### config.mk
export PLATFORM = sky130hd
export DESIGN_NAME = bis_div
export DESIGN_NICKNAME = d
export VERILOG_FILES = /design/src/rtl/core/bilinear_image_scaler_top_defines.svh /design/src/rtl/core/bis_div.sv
export SDC_FILE = /design/constraint.sdc
export NUM_CORES = 2
export LEC_CHECK = 0
export BUFFER_PORTS_ARGS = -buffer_cell sky130_fd_sc_hd__buf_2
export CORE_ASPECT_RATIO = 0.9
export CORE_UTILIZATION = 35
export DETAILED_ROUTE_END_ITERATION = 10
export GPL_TIMING_DRIVEN = 0
export SLEW_MARGIN = 40
export SYNTH_ARGS = -nofsm -noshare
export SYNTH_HDL_FRONTEND = slang
export SYNTH_SLANG_ARGS = --single-unit
### constraint.sdc
create_clock -name clk -period 22.4 [get_ports clk]
set_input_delay 1.12 -clock clk [delete_from_list [all_inputs] [get_ports clk]]
set_output_delay 1.12 -clock clk [all_outputs]
set_load 0.05 [all_outputs]
### src/rtl/core/bilinear_image_scaler_top_defines.svh
// ----------------------------------------------------------------------------
// Assertion macros for the bilinear image scaler
// Shared property forms, clocked on clk and disabled while rst is high.
// ----------------------------------------------------------------------------
`ifndef BILINEAR_IMAGE_SCALER_TOP_DEFINES_SVH
`define BILINEAR_IMAGE_SCALER_TOP_DEFINES_SVH

// Same-cycle implication.
`define BIS_ASSERT_NOW(label, trig, cond, msg) \
  label: assert property (@(posedge clk) disable iff (rst) (trig) |-> (cond)) else $error(msg);

// Next-cycle implication.
`define BIS_ASSERT_NEXT(label, trig, cond, msg) \
  label: assert property (@(posedge clk) disable iff (rst) (trig) |=> (cond)) else $error(msg);

`endif

### src/rtl/core/bis_div.sv
// ----------------------------------------------------------------------------
// bis_div
// Pipelined restoring divider, several lanes sharing one divisor.
// ----------------------------------------------------------------------------
`timescale 1ns / 1ps

module bis_div #(
  parameter int LANES = 2,
  parameter int QW    = 24,
  parameter int NW    = 12,
  parameter int BPS   = 2
) (
  input  logic                        clk,
  input  logic                        rst,
  input  logic                        en,
  input  logic                        in_valid,
  input  logic [LANES-1:0][NW-1:0]    in_hi,     // must be below divisor
  input  logic [LANES-1:0][QW-1:0]    in_lo,
  input  logic [NW-1:0]               divisor,
  output logic                        out_valid,
  output logic [LANES-1:0][QW-1:0]    quot,
  output logic [LANES-1:0][NW-1:0]    rem
);

  localparam int STAGES = QW / BPS;

  logic                     vld   [0:STAGES];
  logic [LANES-1:0][NW-1:0] rem_q [0:STAGES];
  logic [LANES-1:0][QW-1:0] lo_q  [0:STAGES];
  logic [LANES-1:0][QW-1:0] quo_q [0:STAGES];

  assign vld[0]   = in_valid;
  assign rem_q[0] = in_hi;
  assign lo_q[0]  = in_lo;
  assign quo_q[0] = '0;

  for (genvar s = 0; s < STAGES; s++) begin : g_stage
    logic [LANES-1:0][NW-1:0] rem_n;
    logic [LANES-1:0][QW-1:0] lo_n;
    logic [LANES-1:0][QW-1:0] quo_n;

    always_comb begin
      logic [NW:0] trial;
      rem_n = rem_q[s];
      lo_n  = lo_q[s];
      quo_n = quo_q[s];
      trial = '0;
      for (int l = 0; l < LANES; l++) begin
        for (int j = 0; j < BPS; j++) begin
          trial    = {rem_n[l], lo_n[l][QW-1]};
          lo_n[l]  = {lo_n[l][QW-2:0], 1'b0};
          if (trial >= {1'b0, divisor}) begin
            rem_n[l] = NW'(trial - {1'b0, divisor});
            quo_n[l] = {quo_n[l][QW-2:0], 1'b1};
          end else begin
            rem_n[l] = trial[NW-1:0];
            quo_n[l] = {quo_n[l][QW-2:0], 1'b0};
          end
        end
      end
    end

    always_ff @(posedge clk) begin
      if (rst) begin
        vld[s+1] <= 1'b0;
      end else if (en) begin
        vld[s+1] <= vld[s];
      end
    end

    always_ff @(posedge clk) begin
      if (en) begin
        rem_q[s+1] <= rem_n;
        lo_q[s+1]  <= lo_n;
        quo_q[s+1] <= quo_n;
      end
    end
  end

  assign out_valid = vld[STAGES];
  assign quot      = quo_q[STAGES];
  assign rem       = rem_q[STAGES];

endmodule

# == Word level (Yosys, flattened, before mapping) ==
# Index checks and enable logic that the tools add are counted.
# totals
reg_bits,876
out_inout_bits,73
inputBits,88
# classes
order_cmp,48
n_addsub,48
muxes,96
# ops
operator,n
$ge 13x12->1,48
$mux 12,48
$sub 12x12->12,48
$mux 1,48

# == Logic depth before layout (Yosys ltp) ==
# depth
word_depth,4
depth_mapped,21
depth_no_buf,19

# == Worst setup path after synthesis ==
# No wires, ideal clock.
# synth_path
path_kind,input-to-reg
from,input port divisor[1]
to,"register rem_q, in the netlist rem[10] (data pin)"
n_path_buf,2
setup_slack_ns,13.628
stages,20
arrival_time_ns,8.513
cell_sequence,inv_1 > ha_1 > nand2b_1 > a21oi_1 > o21ai_0 > a31oi_1 > o41ai_2 > clkbuf_1 > nand2_1 > o21ai_1 > ha_1 > nor2b_1 > nor3_1 > o21bai_1 > o31a_1 > a211oi_1 > a21oi_1 > nor3_1 > buf_2 > mux2_2
# synth_lines
item,line_no,text
from (decl),bis_div.sv:19,"input logic [NW-1:0] divisor,"
"to (signal, indexed assignment)",bis_div.sv:73,rem_q[s+1] <= rem_n;
to (decl),bis_div.sv:28,logic [LANES-1:0][NW-1:0] rem_q [0:STAGES];

==> impl_metrics.json <==
{
  "nFillCells": 15700,
  "diodes": 0,
  "syn-num-nets": 5755,
  "crit_fanout": 40,
  "synthFlopType": "edfxtp_1",
  "yosysWarnings": 0,
  "netlist_instances": 5043,
  "worstPathRequired_ns": 22.88,
  "worstHoldStart": "quo_q[199]",
  "syn_to_final_growth_pct": 13.4,
  "vias": 40100,
  "ant_nets": 0,
  "seqCellArea_um2": 26200,
  "hold_class": "register to register",
  "worstReg2RegStart": "rem_q[29]",
  "routed_via_density": 5.30,
  "dp_hpwl_um": 92900,
  "ys_seq_area_share_pct": 45.3,
  "clk_latency_ns": 0.74,
  "rows": 141,
  "syn_avg_cell_area_um2": 11.5,
  "drive_gt1_share_pct": 16.4,
  "netlist.area_leader.share_pct": 44.9,
  "grt_pass1_wl_um": 212000,
  "drt-initial-drc-count": 2425,
  "netlist_top_cells_area": "edfxtp_1, ha_1, mux2_2",
  "synth.most_common_cell": "edfxtp_1",
  "cts_buffers": 104,
  "grt_overflow": 0,
  "clock_path_buffers": 3,
  "mappedNetlistArea_um2": 57800,
  "multi_input_area_um2": 30200,
  "dieArea_um2": 167000,
  "whs_path_depth": 0,
  "crit_chain": "buf_2, inv_8, buf_16, buf_16, ha_1, nor2b_1, o31a_1, o21ai_1, a31oi_1, o41ai_4, clkbuf_1, o21ai_0, ha_1, nor2b_1, o31a_1, o41a_1, a41o_1, o21ai_1, a31oi_1, a211o_1, buf_2, mux2_2",
  "grt_pass1_vias": 39300,
  "dieWidth_um": 430,
  "drt-met1-wl_um": 61200,
  "timing.hold.ws_ns": 0.400,
  "fmaxAchievable_ghz": 0.142,
  "finalSetupViolations": 0,
  "post_cts_buffers": 0,
  "layout.nets": 6045,
  "min_period_ns": 7.04,
  "reg2reg_slack_ns": 16.09,
  "async_flop_share_pct": 0,
  "crit_slowest_cell": "o41ai_4",
  "highest_layer": "met4",
  "drc_errors": 0,
  "initial_utilization_pct": 35.2,
  "grtUsageTotal_pct": 15.7,
  "dr.pass1.iters": 8,
  "fin_worst_skew_ns": 0.0270,
  "endpoint_kind": "register",
  "wirelength_um": 133000,
  "worst-slew-pin-transition_ns": 0.785,
  "ctsHoldBuffers": 0,
  "relSlewSlack_pct": 47.0,
  "antenna_found_initial": 1,
  "hold_path_end": "quo_q[153]",
  "cts-root-buf": "clkbuf_16",
  "clk_pin_slew_worst_paths_ns": 0.06,
  "cts_sinks": 876,
  "fin_crit_sh_pct": 31.4,
  "cp.arrival_ns": 7.52,
  "setup_tns_ns": 0,
  "h-tree-depth": 3,
  "synth_commonest_cells": "edfxtp_1, ha_1, mux2_2",
  "reg2reg_to": "rem[5]",
  "ys_ff_latch": 876,
  "grt_max_degree": 108,
  "synth_edf_count": 864,
  "maxSlewViolCount": 0,
  "reg2reg_depth": 19,
  "crit_type": "input pin to register",
  "ioPinCount": 161,
  "cts_resized": 0,
  "wl_per_cell_um": 17.5,
  "status": "completed",
  "io_buffers": 160,
  "rsz0062_at_grt": "no",
  "synthDistinctLibCells": 95,
  "routabilityCongestion": 0.843,
  "cts_tree": "built",
  "wl_met2_um": 61900,
  "max_stage_delay_ns": 0.63,
  "start_kind": "input pin",
  "die_h_um": 387,
  "cap_violations": 0,
  "yosysTopAreaCell": "edfxtp_1",
  "dr_wl_met3_um": 5550,
  "coreArea_um2": 164000,
  "finalHoldViolCount": 0
}
layout make-up:
| type | instances | area share [%] |
|---|---|---|
| Sequential cell | 876 | 40.0 |
| Multi-Input combinational cell | 3827 | 46.1 |
| Buffer | 89 | 0.743 |
| Clock inverter | 71 | 1.09 |
| Timing Repair Buffer | 184 | 2.22 |
| Inverter | 251 | 1.53 |
| Clock buffer | 123 | 4.26 |
| Tap cell | 2145 | 4.10 |
state kept, by name (all words and copies together) (netlist names):
| register | flops |
|---|---|
| g_stage.$5.trial | 11 |
| lo_q | 33 |
| g_stage.lo_n | 220 |
| quo_q | 264 |
| out_valid | 1 |
| vld | 11 |
| quot | 48 |
| rem_q | 264 |
| rem | 24 |
worst max path at each step:
| stage | startpoint | endpoint | slack, ns | cells after the start |
|---|---|---|---|---|
| floorplan | divisor[1] | rem[10] | 13.63 | 20 |
| global placement | en | quot[6] | 5.92 | 1 |
| detailed placement | divisor[1] | rem_q[190] | 14.64 | 22 |
| CTS | divisor[1] | rem_q[190] | 15.44 | 22 |
| global route | divisor[1] | rem_q[186] | 15.00 | 22 |
| finish | divisor[1] | rem_q[190] | 15.36 | 22 |
per-stage QoR:
step / utilization [%] / instance area [um^2] / std cells / setup slack (ns)
after CTS: 39.9 / 65500 / 7565 / 15.44
final: 39.9 / 65500 / 7566 / 15.36
after detailed placement: 37.8 / 62000 / 7371 / 14.64
after floorplan: - / 57800 / 5043 / 13.63
after global routing: 39.9 / 65500 / 7566 / 15.00
after global placement: 37.3 / 61300 / 7348 / 5.92
per-layer routing:
| metal | vias up | GRT usage [%] |
|---|---|---|
| met5 | - | 0 |
| met3 | 242 | 2.45 |
| met2 | 778 | 26.0 |
| li1 | 19800 | - |
| met4 | 0 | 5.06 |
| met1 | 19300 | 21.0 |
critical path, delay by kind of cell:
kind,cells,cell delay [ns]
mux,1,0.29
fa+ha+maj,2,0.66
buf+inv,6,1.65
simple gates,2,0.31
compound gates,11,3.38
layout by cell type (no fill, tap or decap), drive strengths merged, types with 86 or more instances in the layout:
cell type  Yosys  routed
a21o          96      96
a21oi        344     344
buf           61     245
clkbuf        28     151
edfxtp       864     864
ha           576     576
inv          251     256
mux2         404     404
nand2        254     254
nand3         97      97
nor2         350     350
nor3         109     109
o21a          86      86
o21ai        262     262
xnor2        281     281
xor2         109     109
cell families after synthesis:
| family | after synthesis | share of synthesized area, % |
|---|---|---|
| adders and majority gates | 624 | 14.1 |
| buffers and inverters | 340 | 2.47 |
| DFF | 876 | 45.3 |
| xor gates and xnor gates | 390 | 5.91 |
| AOI/OAI and AO/OA | 1205 | 13.6 |
| and+or+nand+nor | 1147 | 9.53 |
| muxes | 461 | 8.97 |
Power is left out: the tool's default activity adds up to more than one toggle a clock period on the data nets, which glitch-free logic cannot reach.
