--- src/rtl/core/bilinear_image_scaler_top_defines.svh ---
// ----------------------------------------------------------------------------
// Assertion macros for the bilinear image scaler
// Shared property forms, clocked on clk and disabled while rst is high.
// ----------------------------------------------------------------------------
`ifndef BILINEAR_IMAGE_SCALER_TOP_DEFINES_SVH
`define BILINEAR_IMAGE_SCALER_TOP_DEFINES_SVH

// Same-cycle implication.
`define BIS_ASSERT_NOW(label, trig, cond, msg) \
  label: assert property (@(posedge clk) disable iff (rst) (trig) |-> (cond)) else $error(msg);

// Next-cycle implication.
`define BIS_ASSERT_NEXT(label, trig, cond, msg) \
  label: assert property (@(posedge clk) disable iff (rst) (trig) |=> (cond)) else $error(msg);

`endif

--- src/rtl/core/bis_pkg.sv ---
// ----------------------------------------------------------------------------
// bis_pkg
// Shared constants and types for the bilinear image scaler.
// ----------------------------------------------------------------------------
`timescale 1ns / 1ps

package bis_pkg;

  localparam int SCALE_W  = 12;               // numerator/denominator width
  localparam int POS_W    = 12;               // position field width
  localparam int DIV_BPS  = 2;                // quotient bits per divider stage
  localparam int COORD_QW = 2 * POS_W;        // position * denominator
  localparam int PIX_QW   = 8;                // blended channel width
  localparam int COORD_LAT = COORD_QW / DIV_BPS;
  localparam int LERP_LAT  = 2 + PIX_QW / DIV_BPS;

  typedef struct packed {
    logic             mode;
    logic [POS_W-1:0] pos_x;
    logic [POS_W-1:0] pos_y;
    logic [31:0]      pix;
  } coord_pay_t;

endpackage

--- src/rtl/core/bis_div.sv ---
// ----------------------------------------------------------------------------
// bis_div
// Pipelined restoring divider, several lanes sharing one divisor.
// ----------------------------------------------------------------------------
`timescale 1ns / 1ps

module bis_div #(
  parameter int LANES = 2,
  parameter int QW    = 24,
  parameter int NW    = 12,
  parameter int BPS   = 2
) (
  input  logic                        clk,
  input  logic                        rst,
  input  logic                        en,
  input  logic                        in_valid,
  input  logic [LANES-1:0][NW-1:0]    in_hi,     // must be below divisor
  input  logic [LANES-1:0][QW-1:0]    in_lo,
  input  logic [NW-1:0]               divisor,
  output logic                        out_valid,
  output logic [LANES-1:0][QW-1:0]    quot,
  output logic [LANES-1:0][NW-1:0]    rem
);

  localparam int STAGES = QW / BPS;

  logic                     vld   [0:STAGES];
  logic [LANES-1:0][NW-1:0] rem_q [0:STAGES];
  logic [LANES-1:0][QW-1:0] lo_q  [0:STAGES];
  logic [LANES-1:0][QW-1:0] quo_q [0:STAGES];

  assign vld[0]   = in_valid;
  assign rem_q[0] = in_hi;
  assign lo_q[0]  = in_lo;
  assign quo_q[0] = '0;

  for (genvar s = 0; s < STAGES; s++) begin : g_stage
    logic [LANES-1:0][NW-1:0] rem_n;
    logic [LANES-1:0][QW-1:0] lo_n;
    logic [LANES-1:0][QW-1:0] quo_n;

    always_comb begin
      logic [NW:0] trial;
      rem_n = rem_q[s];
      lo_n  = lo_q[s];
      quo_n = quo_q[s];
      trial = '0;
      for (int l = 0; l < LANES; l++) begin
        for (int j = 0; j < BPS; j++) begin
          trial    = {rem_n[l], lo_n[l][QW-1]};
          lo_n[l]  = {lo_n[l][QW-2:0], 1'b0};
          if (trial >= {1'b0, divisor}) begin
            rem_n[l] = NW'(trial - {1'b0, divisor});
            quo_n[l] = {quo_n[l][QW-2:0], 1'b1};
          end else begin
            rem_n[l] = trial[NW-1:0];
            quo_n[l] = {quo_n[l][QW-2:0], 1'b0};
          end
        end
      end
    end

    always_ff @(posedge clk) begin
      if (rst) begin
        vld[s+1] <= 1'b0;
      end else if (en) begin
        vld[s+1] <= vld[s];
      end
    end

    always_ff @(posedge clk) begin
      if (en) begin
        rem_q[s+1] <= rem_n;
        lo_q[s+1]  <= lo_n;
        quo_q[s+1] <= quo_n;
      end
    end
  end

  assign out_valid = vld[STAGES];
  assign quot      = quo_q[STAGES];
  assign rem       = rem_q[STAGES];

endmodule

--- src/rtl/core/bis_lerp.sv ---
// ----------------------------------------------------------------------------
// bis_lerp
// Weighted blend (a*(num-w) + b*w) / num over several 8-bit lanes.
// ----------------------------------------------------------------------------
`timescale 1ns / 1ps

module bis_lerp #(
  parameter int LANES = 4
) (
  input  logic                                clk,
  input  logic                                rst,
  input  logic                                en,
  input  logic                                in_valid,
  input  logic [LANES-1:0][7:0]               in_a,
  input  logic [LANES-1:0][7:0]               in_b,
  input  logic [bis_pkg::SCALE_W-1:0]         weight,   // below num
  input  logic [bis_pkg::SCALE_W-1:0]         num,
  output logic                                out_valid,
  output logic [LANES-1:0][bis_pkg::PIX_QW-1:0] result
);

  localparam int SW     = bis_pkg::SCALE_W;
  localparam int PROD_W = 8 + SW;

  logic                         p_valid;
  logic [LANES-1:0][PROD_W-1:0] prod_a;
  logic [LANES-1:0][PROD_W-1:0] prod_b;
  logic                         s_valid;
  logic [LANES-1:0][PROD_W-1:0] sum;
  logic [LANES-1:0][SW-1:0]     sum_hi;
  logic [LANES-1:0][7:0]        sum_lo;
  logic [SW-1:0]                inv_weight;

  assign inv_weight = num - weight;

  always_ff @(posedge clk) begin
    if (rst) begin
      p_valid <= 1'b0;
      s_valid <= 1'b0;
    end else if (en) begin
      p_valid <= in_valid;
      s_valid <= p_valid;
    end
  end

  always_ff @(posedge clk) begin
    if (en) begin
      for (int l = 0; l < LANES; l++) begin
        prod_a[l] <= PROD_W'(in_a[l]) * PROD_W'(inv_weight);
        prod_b[l] <= PROD_W'(in_b[l]) * PROD_W'(weight);
        sum[l]    <= prod_a[l] + prod_b[l];
      end
    end
  end

  // sum stays below 256*num, so the high part is below the divisor
  always_comb begin
    for (int l = 0; l < LANES; l++) begin
      sum_hi[l] = sum[l][PROD_W-1:8];
      sum_lo[l] = sum[l][7:0];
    end
  end

  bis_div #(
    .LANES (LANES),
    .QW    (bis_pkg::PIX_QW),
    .NW    (SW),
    .BPS   (bis_pkg::DIV_BPS)
  ) u_div (
    .clk       (clk),
    .rst       (rst),
    .en        (en),
    .in_valid  (s_valid),
    .in_hi     (sum_hi),
    .in_lo     (sum_lo),
    .divisor   (num),
    .out_valid (out_valid),
    .quot      (result),
    .rem       ()
  );

endmodule

--- config.mk ---
export PLATFORM = sky130hd
export DESIGN_NAME = bis_lerp
export DESIGN_NICKNAME = d
export VERILOG_FILES = /design/src/rtl/core/bilinear_image_scaler_top_defines.svh /design/src/rtl/core/bis_pkg.sv /design/src/rtl/core/bis_div.sv /design/src/rtl/core/bis_lerp.sv
export SDC_FILE = /design/constraint.sdc
export NUM_CORES = 2
export LEC_CHECK = 0
export ABC_AREA = 0
export BUFFER_PORTS_ARGS = -buffer_cell sky130_fd_sc_hd__buf_2
export CORE_MARGIN = 4
export CORE_UTILIZATION = 44
export DETAILED_ROUTE_END_ITERATION = 8
export PLACE_DENSITY = 0.58
export REMOVE_ABC_BUFFERS = 1
export SYNTH_ARGS = -nofsm -noshare
export SYNTH_HDL_FRONTEND = slang
export SYNTH_HIERARCHICAL = 1
export SYNTH_SLANG_ARGS = --single-unit
export TNS_END_PERCENT = 5
--- constraint.sdc ---
create_clock -name clk -period 17.5 [get_ports clk]
set_input_delay 3.5 -clock clk [delete_from_list [all_inputs] [get_ports clk]]
set_output_delay 3.5 -clock clk [all_outputs]
set_load 0.1 [all_outputs]
Yosys cells after proc, flatten, opt, wreduce, memory -nomap -nowiden
Cells that the tools add are included.
{"block": "classes", "magnitude_cmp": 32, "n_mul": 8, "muxes": 60, "n_addsub": 33, "eq_ne": 0, "shifts": 0, "div": 0, "reduce_logical": 0, "bitwise_logic": 0}
{"cell": "13-bit by 12-bit >= comparator with 1-bit output", "n": 32}
{"cell": "12-bit subtractor", "n": 29}
{"cell": "12-bit two-way mux", "n": 28}
{"cell": "8-bit by 12-bit multiplier with 20-bit output", "n": 8}
{"cell": "20-bit adder", "n": 4}
{"cell": "1-bit two-way mux", "n": 32}
{"block": "totals", "n_memories": 0, "romBits": 0, "input_bits": 92, "register_bits": 518, "latch_bits": 0, "ramBits": 0}

Logic depth before layout (Yosys ltp)
{"block": "depth", "depth_word": 4, "mapped_depth": 25, "ltp_nobuf": 24}

Modules after synthesis
Netlist, hierarchy kept.
{"module": "bis_lerp", "cells_each": 3857, "instances": 1, "seq_area_each_um2": 7247.0, "area_each_um2": 36436.2}
{"module": "bis_div", "cells_each": 3215, "instances": 1, "seq_area_each_um2": 9689.3, "area_each_um2": 31203.7}

Least setup slack after synthesis
No wires, ideal clock.
{"block": "synth_timing", "kind": "input to register", "start": "input num[1] (netlist name)", "end": "register u_div/rem_q[102] (netlist name) (data pin)", "stages": 19, "setup_slack_ps": 7494, "setup_ps": 260, "t_arrival_ps": 9746, "cell_sequence": "inv_1 -> ha_1 -> nand3b_1 -> a21oi_1 -> o41ai_1 -> a2111oi_1 -> a2111oi_4 -> clkbuf_1 -> mux2_2 -> ha_1 -> and4_1 -> a221oi_1 -> nand2_1 -> o21ai_1 -> o21ai_0 -> a21o_1 -> a211oi_2 -> buf_4 -> mux2_2"}
{"item": "from (decl)", "line": "bis_lerp.sv:17", "text": "input logic [bis_pkg::SCALE_W-1:0] num,"}
{"item": "to (signal, indexed assignment)", "line": "bis_div.sv:73", "text": "rem_q[s+1] <= rem_n;"}
{"item": "to (decl)", "line": "bis_div.sv:28", "text": "logic [LANES-1:0][NW-1:0] rem_q [0:STAGES];"}

Worst setup path in the final report
{"block": "layout_timing", "start": "input weight[0] (netlist name)", "end": "register prod_a[59] (netlist name) (data pin)"}
{"block": "layout_via", "elab_chain_len": 2}
{"item": "from (decl)", "line": "bis_lerp.sv:16", "text": "input logic [bis_pkg::SCALE_W-1:0] weight,"}
{"item": "12-bit subtractor", "line": "bis_lerp.sv:34", "text": "assign inv_weight = num - weight;"}
{"item": "8-bit by 12-bit multiplier with 20-bit output", "line": "bis_lerp.sv:49", "text": "prod_a[l] <= PROD_W'(in_a[l]) * PROD_W'(inv_weight);"}
{"item": "to (signal, indexed assignment)", "line": "bis_lerp.sv:49"}
{"item": "to (decl)", "line": "bis_lerp.sv:26", "text": "logic [LANES-1:0][PROD_W-1:0] prod_a;"}
No other way between the ends.
A chain may end at the register's enable or synchronous reset.

==> key figures <==
Run status
  – Status: finished, final reports clean

Route
  – Drt wl/cell: 18.5 um
  – First-pass detailed-route iteration total: 6
  – WL final: 163 mm
  – Via count: 49100
  – Remaining DRCs: 0
  – DRT antenna net count: 0
  – Initial DRC count: 2980
  – Via/cell ratio: 5.56

Run
  – Max_cap viols: 0

Worst setup path
  – Worst Path Max Fanout: 33
  – CP required: 17.90 ns
  – Crit end category: flop
  – Cell mode on critical path: fa_1
  – Worst path arrival time: 10.07 ns
  – Crit-path cells: buf_2, buf_4, ha_1, fa_1, nor2b_1, o21ai_1, a21boi_1, o21a_1, xor2_2, buf_4, nand2_1, fa_1, inv_1, fa_1, fa_1, inv_1, fa_1, inv_1, ha_1, or4_1, o22ai_1, nor4_1, o41ai_1, xnor2_1
  – Slowest CP cell: fa_1
  – Critical Path Start Type: input pin
  – Crit Path Class: in2reg
  – Worst stage delay on the critical path: 0.56 ns

Global routing
  – GRT Total Usage: 0.215
  – Vias in the first global route: 49200
  – Grt total ovfl: 0
  – Largest net degree at the start of global routing: 164
  – Global-route wire length before repair: 265 mm
  – Antenna violations before repair: 14

Floorplan
  – Core ar.: 0.146 sq mm
  – Std-Cell Rows: 140
  – # IOs: 125
  – Die height: 391 um
  – DIE AREA: 0.153 sq mm
  – Die W: 391 um
  – Initial Utilization: 0.443

Clock tree
  – Clock root buffer: clkbuf_16
  – Post-CTS setup buffer count: 0
  – Num CTS Buffers: 72
  – Maximum clock insertion buffer count: 3
  – Htree depth: 3
  – CTS tree: done
  – Sink Count: 518
  – CTS resizes: 0
  – Skew-Pair Late Insertion Delay: 0.66 ns
  – Post-CTS Hold Fix Bufs: 0
  – Worst-path clk slew: 0.07 ns

Cells and area
  – Share of cells above drive strength 1: 0.0837
  – Area Overhead vs Synth: 7.93%
  – Fin nets: 8237

STA
  – Slew HR: 0.189
  – Final min period: 9.67 ns
  – RSZ-0062 raised after global routing: no
  – Final setup fails: 0
  – Final hold violations: 0
  – Fin crit share: 0.553
  – Highest clock rate: 103 MHz
  – Sum of negative setup slack: 0 ns
  – Setup Skew: 0.0282 ns
  – Worst Tran Pin Value: 1.21 ns
  – Final max-slew violation count: 0

Logic synthesis
  – Syn_area_per_cell: 9.48 sq um
  – Synth warn: 6
  – Mapped Area: 0.0644 sq mm
  – Gate Count Post-Synth: 6796

Place
  – Gpl congestion: 0.875
  – PortBufs: 124
  – Final HPWL DP: 125 mm

Min path
  – Hold Path Class: reg2reg
-- state kept, by name (all words and copies together), names as in the netlist --
signal                  cells
prod_b                     80
u_div/lo_q                 21
u_div/g_stage.$5.trial      3
u_div/quo_q                48
s_valid                     1
u_div/out_valid             1
u_div/g_stage.lo_n         24
u_div/rem_q               144
p_valid                     1
prod_a                     80
u_div/quot                 32
u_div/vld                   3
sum                        80
-- critical path, delay by kind of cell --
family / cells / cell delay [ns]
XOR/XNOR: 2 / 0.27
buffers and inverters: 6 / 0.92
AND/OR/NAND/NOR: 4 / 0.95
AO/OA/AOI/OAI: 5 / 1.46
adder cells (fa/ha/maj): 7 / 2.95
-- area by class of cell --
class | count | area [sq um]
inverters | 776 | 2920
repair buffers | 184 | 1090
multi-input cells | 5289 | 45300
flip-flops and latches | 518 | 15500
clock inverters | 49 | 502
diodes | 6 | 15.0
clock buffers | 81 | 1840
well taps | 1917 | 2400
fillers | 13700 | 76000
-- per-stage QoR --
stage	utilization	area (sq um)	setup slack (ns)	hold WS (ns)	cells
4_1_cts	0.478	69500	7.88	0.399	8814
2_1_floorplan	-	63600	7.32	0.400	6583
5_1_grt	0.478	69500	7.41	0.401	8816
3_5_place_dp	0.462	67200	7.17	0.405	8684
6_report	0.478	69500	7.83	0.405	8820
3_3_place_gp	0.462	67200	7.33	0.402	8684
-- worst paths after layout --
kind                             from               to  slack, ns  cells after the start
min reg2reg  u_div/g_stage[2].lo_n[7]   u_div/lo_q[39]       0.41                      0
min          u_div/g_stage[2].lo_n[7]   u_div/lo_q[39]       0.41                      0
max reg2reg          u_div/rem_q[120]  u_div/rem_q[82]      11.41                     17
max                         weight[0]       prod_a[59]       7.83                     24
-- routing by layer --
metal  up-vias  share of wire  global-route usage  routed length [um]
met1     24000           0.48               0.308               78600
met5         -       0.000080                   0                  13
met4         2          0.025              0.0607                4080
li1      23900              -                   -                   -
met2      1022           0.44               0.340               72400
met3       196          0.049              0.0287                8040
-- cell usage in the layout (no fill, tap or decap), types with 23 or more instances in the layout --
cell and instances:
xnor2_1 261, mux2_2 171, nor2_1 356, a21o_1 131, nand4_1 66, o21ai_0 278, nand2_1 560, o31a_1 37
o211ai_1 42, nor3_1 134, a211oi_1 58, nand3_1 98, nor4_1 27, o21ai_1 38, fa_1 513, o21bai_1 43
and2_1 391, or3_1 23, or2_2 28, clkbuf_16 72, inv_1 762, buf_2 123, edfxtp_1 512, o31ai_1 28
buf_4 59, a21oi_1 368, xor2_1 115, o21a_1 91, and3_1 48, nand2b_1 55, a31oi_1 33, nor2b_1 129
mux2i_1 43, ha_1 791
Power is not shown: default switching activity piles up to over one toggle a cycle in this logic, so the estimate is an artifact.
